==> config.mk <==
export PLATFORM = sky130hd
export DESIGN_NAME = cau_div_cell
export DESIGN_NICKNAME = d
export VERILOG_FILES = /design/src/cau_pkg.sv /design/src/cau_div_cell.sv
export SDC_FILE = /design/constraint.sdc
export NUM_CORES = 1
export LEC_CHECK = 0
export ABC_CLOCK_PERIOD_IN_PS = 2800
export BUFFER_PORTS_ARGS = -buffer_cell sky130_fd_sc_hd__buf_2
export CAP_MARGIN = 25
export CORE_AREA = 4 4 195 197
export CTS_BUF_LIST = sky130_fd_sc_hd__clkbuf_8
export DETAILED_ROUTE_END_ITERATION = 8
export DIE_AREA = 0 0 199 201
export MAX_ROUTING_LAYER = met4
export PLACE_DENSITY = 0.71
export SYNTH_ARGS = -nofsm -noshare
export SYNTH_HDL_FRONTEND = slang
export SYNTH_SLANG_ARGS = --single-unit
==> constraint.sdc <==
create_clock -name clk -period 2.8 [get_ports clk]
set_clock_uncertainty 0.2 [all_clocks]
set_input_delay 0.28 -clock clk [delete_from_list [all_inputs] [get_ports clk]]
set_output_delay 0.28 -clock clk [all_outputs]
set_load 0.05 [all_outputs]
==> src/cau_pkg.sv <==
// Shared types and constants for the complex arithmetic unit.
// No dependencies; imported by cau_div_cell, complex_arithmetic_unit and the testbench.
`default_nettype none
package cau_pkg;

  localparam logic [1:0] CMD_ADD = 2'd0;
  localparam logic [1:0] CMD_SUB = 2'd1;
  localparam logic [1:0] CMD_MUL = 2'd2;
  localparam logic [1:0] CMD_DIV = 2'd3;

  // control flags that ride along the divider chain with each beat
  typedef struct packed {
    logic valid;
    logic div;
    logic dz;
    logic big_re;
    logic big_im;
    logic neg_re;
    logic neg_im;
  } cau_flags_t;

endpackage
`default_nettype wire

==> src/cau_div_cell.sv <==
// One restoring-division cell: settles one quotient bit for both lanes.
// Depends on cau_pkg for the flag struct.
`default_nettype none
module cau_div_cell #(
  parameter int RW    = 57,
  parameter int DW    = 32,
  parameter int QW    = 17,
  parameter int MW    = 33,
  parameter int SHIFT = 0
) (
  input  wire                 clk,
  input  wire                 rst,
  input  wire                 en,
  input  cau_pkg::cau_flags_t flags_in,
  input  wire  [DW-1:0]       den_in,
  input  wire  [RW-1:0]       rem_re_in,
  input  wire  [RW-1:0]       rem_im_in,
  input  wire  [QW-1:0]       q_re_in,
  input  wire  [QW-1:0]       q_im_in,
  input  wire  [2*MW-1:0]     side_in,
  output cau_pkg::cau_flags_t flags,
  output logic [DW-1:0]       den,
  output logic [RW-1:0]       rem_re,
  output logic [RW-1:0]       rem_im,
  output logic [QW-1:0]       q_re,
  output logic [QW-1:0]       q_im,
  output logic [2*MW-1:0]     side
);
  import cau_pkg::*;

  logic [RW-1:0] dsh;
  logic          fit_re, fit_im;
  logic [RW-1:0] rem_re_next, rem_im_next;

  always_comb begin
    dsh         = RW'(den_in) << SHIFT;
    fit_re      = rem_re_in >= dsh;
    fit_im      = rem_im_in >= dsh;
    rem_re_next = fit_re ? rem_re_in - dsh : rem_re_in;
    rem_im_next = fit_im ? rem_im_in - dsh : rem_im_in;
  end

  always_ff @(posedge clk) begin
    if (rst) begin
      flags.valid <= 1'b0;
    end else if (en) begin
      flags.valid <= flags_in.valid;
    end
  end

  always_ff @(posedge clk) begin
    if (en) begin
      flags.div    <= flags_in.div;
      flags.dz     <= flags_in.dz;
      flags.big_re <= flags_in.big_re;
      flags.big_im <= flags_in.big_im;
      flags.neg_re <= flags_in.neg_re;
      flags.neg_im <= flags_in.neg_im;
      den          <= den_in;
      rem_re       <= rem_re_next;
      rem_im       <= rem_im_next;
      q_re         <= {q_re_in[QW-2:0], fit_re};
      q_im         <= {q_im_in[QW-2:0], fit_im};
      side         <= side_in;
    end
  end

endmodule
`default_nettype wire

Word-level counts from Yosys, hierarchy flattened
Cells that the tools add are included.

Add/subtract/negate cells: 2. Magnitude comparators: 2. Muxes and demuxes: 2.

Operators with widths (count): greater-or-equal comparator 57 x 32 -> 1 bit (2); 2-to-1 mux 57 bit (2); subtractor 57 x 32 -> 57 bit (2).

Bits in registers: 253. Input port bits: 256. Output and inout bits: 253. Word-level logic and storage cells: 19.

Longest topological paths before layout
Word-level depth: 2. Gate-level depth with buffers: 13. Gate-level depth less buffers: 12.

Worst setup path after synthesis
OpenSTA, ideal clock, no wires.

Path type: input-to-reg. Start: in den_in[30]. End: reg rem_re[45], data pin. Library setup time: 0.271 ns. Arrival: 2.565 ns. Data required time: 2.329 ns. Setup slack: -0.236 ns. Stages: 13. Buffers on the path: 2. Cell sequence: inv_1 ha_1 clkbuf_1 nand2_1 or3_1 nor3_1 nand2_1 o211ai_1 nand3_1 or2_1 clkbuf_1 nor4_1 xor2_1.

Longest elaborated chain between the ends: 2. Elaborated cells on any way between the ends: 3. Classes of those cells: add/sub: 1; order compare: 1; mux: 1.

RTL lines: start: declaration (RTL line cau_div_cell.sv:15) `input wire [DW-1:0] den_in,`; subtractor 57 x 32 -> 57 bit / greater-or-equal comparator 57 x 32 -> 1 bit (equally long branches) (RTL line cau_div_cell.sv:39, cau_div_cell.sv:37); 2-to-1 mux 57 bit (*) (RTL line cau_div_cell.sv:39) `rem_re_next = fit_re ? rem_re_in - dsh : rem_re_in;`; via rem_re_next[45] (RTL line cau_div_cell.sv:33) `logic [RW-1:0] rem_re_next, rem_im_next;`; end signal: assignment (RTL line cau_div_cell.sv:60) `rem_re <= rem_re_next;`; end: declaration (RTL line cau_div_cell.sv:23) `output logic [RW-1:0] rem_re,`.

Mark *: on every way through the listed nets, which the timed path passes. The rest lies on a longest branch. A chain may end at the register's enable or synchronous reset.

Worst setup path in the final report
Start: in rem_im_in[32]. End: reg rem_im[35], data pin.

Longest elaborated chain between the ends: 2. Elaborated cells on any way between the ends: 3. Classes of those cells: add/sub: 1; order compare: 1; mux: 1.

RTL lines: start: declaration (RTL line cau_div_cell.sv:17) `input wire [RW-1:0] rem_im_in,`; subtractor 57 x 32 -> 57 bit / greater-or-equal comparator 57 x 32 -> 1 bit (equally long branches) (RTL line cau_div_cell.sv:40, cau_div_cell.sv:38); 2-to-1 mux 57 bit (*) (RTL line cau_div_cell.sv:40) `rem_im_next = fit_im ? rem_im_in - dsh : rem_im_in;`; via rem_im_next[35] (RTL line cau_div_cell.sv:33); end signal: assignment (RTL line cau_div_cell.sv:61) `rem_im <= rem_im_next;`; end: declaration (RTL line cau_div_cell.sv:24) `output logic [RW-1:0] rem_im,`.

Marks and branches as above.

==> PnR_summary.wiki <==
{| class="wikitable"
! Metric !! Value
|-
| Count of synthesis-stage warnings from yosys || 0
|-
| Setup Total Neg Slack || 0 ns
|-
| Cell count after synthesis || ~1100
|-
| Setup Crit Path Kind || in -> reg
|-
| Power Dens Cells || ~560 mW/mm²
|-
| Number of antenna violations at the first check in global routing || 24
|-
| Number of clock sinks seen by CTS || approximately 250
|-
| Cell Rows || 70
|-
| Number of clock buffers inserted by TritonCTS || 44
|-
| Post-DR wirelength/cell || between 20 and 25 µm
|-
| DRC violation count after routing || 0
|-
| Switching power as a share of total power || 35.8%
|-
| Global placement routability congestion || ~0.91
|-
| Mapped Nets || 1448
|-
| Overall die width || ~200 µm
|-
| Commonest cells after routing, fill and taps aside || sky130_fd_sc_hd__buf_2, sky130_fd_sc_hd__buf_4, sky130_fd_sc_hd__dlygate4sd3_1
|-
| Multi-input logic area || between 0.005 and 0.006 mm²
|-
| Core region area || 0.0363 mm²
|-
| Top FF cell, synth || sky130_fd_sc_hd__edfxtp_1
|-
| Share of total power in combinational logic || 33.4%
|-
| Via count of the first global-routing pass || about 14000
|-
| Initial detailed-routing violation count || approximately 800
|-
| Worst slew margin relative to its limit || a little over three fifths
|-
| Status || finished clean
|-
| Power share of the sequential group || 38.8%
|-
| Data arrival at the endpoint of the critical path || slightly below 3 ns
|-
| Routing usage on met3 || 6.19%
|-
| Instance count after placement with tap cells included || 2362
|-
| GR met2 Demand/Resource || 45.6%
|-
| CP required || 2.95 ns
|-
| Max-slew violation count || 0
|-
| Post-synthesis sequential area ratio || a little under 60%
|-
| Reg clk slew, reported paths || 0.06 ns
|-
| Slew @ Worst Pin || roughly 0.55 ns
|-
| Global router's overall resource usage || 26.9%
|-
| Number of detailed-route iterations in the first pass || 6
|-
| Half-perimeter wire length after placement || 39.6 mm
|-
| Peak VDD IR || 419 µV
|-
| Routed via count || 13712
|-
| Maximum net fanout on the critical path || 5
|-
| Setup Viol. Count Final || 0
|-
| Total Die Area || 0.0400 mm²
|-
| Part of the total power dissipated in the clock network || 27.9%
|-
| Area growth syn-to-layout || 69.0%
|-
| Maximum count of clock buffers along a single path || 3
|-
| Average size of a mapped cell || approximately 12 µm²
|-
| Wire length of the first global-routing pass || 81.3 mm
|-
| Port Buffer Count || 506
|-
| Net Sw Power || 4.41 mW
|-
| Class of the most critical hold timing path || in -> reg
|-
| Maximum Capacitance Violations || 0
|-
| Flip-flop and latch count after synthesis || 253
|-
| Root buffer cell || sky130_fd_sc_hd__clkbuf_8
|-
| Leakage power || slightly below 10 nW
|-
| Library cells used by synthesis || 61
|-
| Startpoint class of the critical path || input port
|-
| Total count of hold-check failures in the final report || 0
|-
| Worst-Skew Late Latency || around 0.58 ns
|-
| Fillers || between 2000 and 3000
|-
| Int Power || 7.91 mW
|-
| Fin crit period || approximately 2.8 ns
|-
| Fin nets || ~2500
|-
| Share of layout cells above drive strength 1 || 42.0%
|-
| Share of synthesized flip-flops with an asynchronous set or reset || 0%
|-
| Total wirelength of the detailed-routed design || 55.1 mm
|-
| Global routing usage on met1 || 30.5%
|-
| Achievable Freq || 0.361 GHz
|-
| Busiest layer in global routing || met2
|-
| Share of the clock period used by the worst path after layout || between 90 and 100%
|-
| Flip-flop and latch area || 0.00759 mm²
|-
| Remaining Overflow, GRT || 0
|-
| Die Y || 201 µm
|-
| Largest net degree at the start of global routing || between 60 and 70
|-
| Starting density of the core || 36.1%
|-
| Top-level I/O count || 509
|-
| H-tree level count || 2
|-
| Count of non-filler cells in the finished layout || 2719
|-
| TritonCTS clock tree || done
|-
| Number of synthesized flops with an enable pin || 252
|-
| Remaining number of nets flagged by the antenna check after routing || 0
|-
| Leading cell type in the layout, fill and taps excluded || sky130_fd_sc_hd__buf_2
|-
| Vias per Instance || 5.04
|-
| Post-synthesis cell area || 0.0131 mm²
|-
| Endpoint type of the worst setup path || flip-flop
|}
==> repair_timing <==
action                                  CTS  global route
endpoints found under the setup margin    5            70
resized for setup                         3            24
pin swaps                                 1             2
setup buffers                             0             1
hold endpoints to repair                304             1
hold buffers                            253             1
==> cells by family (layout without fill, tap and decap cells) <==
| logic type | after synthesis | count (layout) | share of synthesized area, % |
|---|---|---|---|
| compound gates | 252 | 252 | 11.6 |
| xor+xnor | 103 | 103 | 6.89 |
| fa+ha+maj | 66 | 66 | 6.42 |
| buf+inv | 88 | 1189 | 2.67 |
| flops | 253 | 253 | 58.0 |
| mux | 12 | 12 | 1.02 |
| other cells | 0 | 24 | 0 |
| simple gates | 352 | 352 | 13.4 |
==> critical path: stages <==
cell,delay (ns)
sky130_fd_sc_hd__buf_2,0.12
sky130_fd_sc_hd__dlygate4sd3_1,0.59
sky130_fd_sc_hd__buf_4,0.17
sky130_fd_sc_hd__nand4b_1,0.21
sky130_fd_sc_hd__nor2_2,0.25
sky130_fd_sc_hd__nand3_1,0.16
sky130_fd_sc_hd__a311oi_2,0.26
sky130_fd_sc_hd__or3_4,0.20
sky130_fd_sc_hd__buf_4,0.16
sky130_fd_sc_hd__nor2b_2,0.21
sky130_fd_sc_hd__nand4b_1,0.15
sky130_fd_sc_hd__xnor2_1,0.16
==> worst paths after layout <==
kind         cells past startpoint  slack [ns]     startpoint          to
min                              4        0.02   rem_im_in[0]   rem_im[0]
max reg2reg                      3        1.47       flags[6]    flags[6]
max                             12        0.03  rem_im_in[32]  rem_im[35]
min reg2reg                      3        0.83       flags[6]    flags[6]
==> cell type report <==
| class | count | area share, % |
|---|---|---|
| Clock buffer | 45 | 2.80 |
| Sequential cell | 253 | 34.3 |
| Tap cell | 468 | 2.65 |
| Multi-Input combinational cell | 785 | 24.3 |
| Antenna cell | 24 | 0.272 |
| Clock inverter | 33 | 1.04 |
| Inverter | 50 | 0.848 |
| Timing Repair Buffer | 1061 | 33.7 |
==> power groups by stage <==
stage | clock network [mW] | registers, mW | logic [mW]
global route | 3.70 | 4.80 | 4.34
floorplan | 0 | 6.18 | 0.923
global placement | 0 | 4.83 | 3.71
detailed placement | 0 | 4.83 | 3.74
finish | 3.43 | 4.77 | 4.11
CTS | 3.45 | 4.76 | 4.04
==> routing by layer <==
layer	wire length (µm)	share of wire, %
met5	0	0
met4	2140	3.9
met3	4490	8.1
met2	27700	50
met1	20800	38
==> cells in the mapped netlist (20+ instances only) <==
| library cell | n | area share (%) |
|---|---|---|
| sky130_fd_sc_hd__edfxtp_1 | 252 | 58 |
| sky130_fd_sc_hd__a21oi_1 | 121 | 4.6 |
| sky130_fd_sc_hd__nor2_1 | 112 | 3.2 |
| sky130_fd_sc_hd__nand2_1 | 68 | 1.9 |
| sky130_fd_sc_hd__ha_1 | 64 | 6.1 |
| sky130_fd_sc_hd__xnor2_1 | 52 | 3.5 |
| sky130_fd_sc_hd__xor2_1 | 51 | 3.4 |
| sky130_fd_sc_hd__inv_1 | 50 | 1.4 |
| sky130_fd_sc_hd__o21ai_0 | 42 | 1.6 |
| sky130_fd_sc_hd__clkbuf_1 | 27 | 0.77 |
| sky130_fd_sc_hd__nor3_1 | 26 | 0.99 |
| sky130_fd_sc_hd__nand4_1 | 25 | 1.2 |
| sky130_fd_sc_hd__nand3_1 | 24 | 0.92 |
| sky130_fd_sc_hd__a21o_1 | 23 | 1.3 |
| sky130_fd_sc_hd__nor4_1 | 20 | 0.96 |
==> registers in the layout (all words and copies together), names as in the netlist <==
signal	cells
den	32
q_re	17
q_im	17
side	66
rem_re	57
rem_im	57
flags	7
==> stage by stage <==
step | hold WS [ns] | instance area (µm²) | power, mW | util (%) | setup WS [ns]
after floorplan | 0.152 | 13300 | 7.10 | - | -0.123
after CTS | -0.167 | 21900 | 12.3 | 60.5 | 0.00203
after global placement | 0.238 | 18500 | 8.54 | 51.1 | -0.619
after detailed placement | 0.241 | 18500 | 8.57 | 51.1 | -0.668
final | 0.0240 | 22100 | 12.3 | 61.0 | 0.0311
after global routing | 0.0152 | 22100 | 12.8 | 61.0 | -0.0158
No activity file was read; power rests on OpenSTA's default activity.
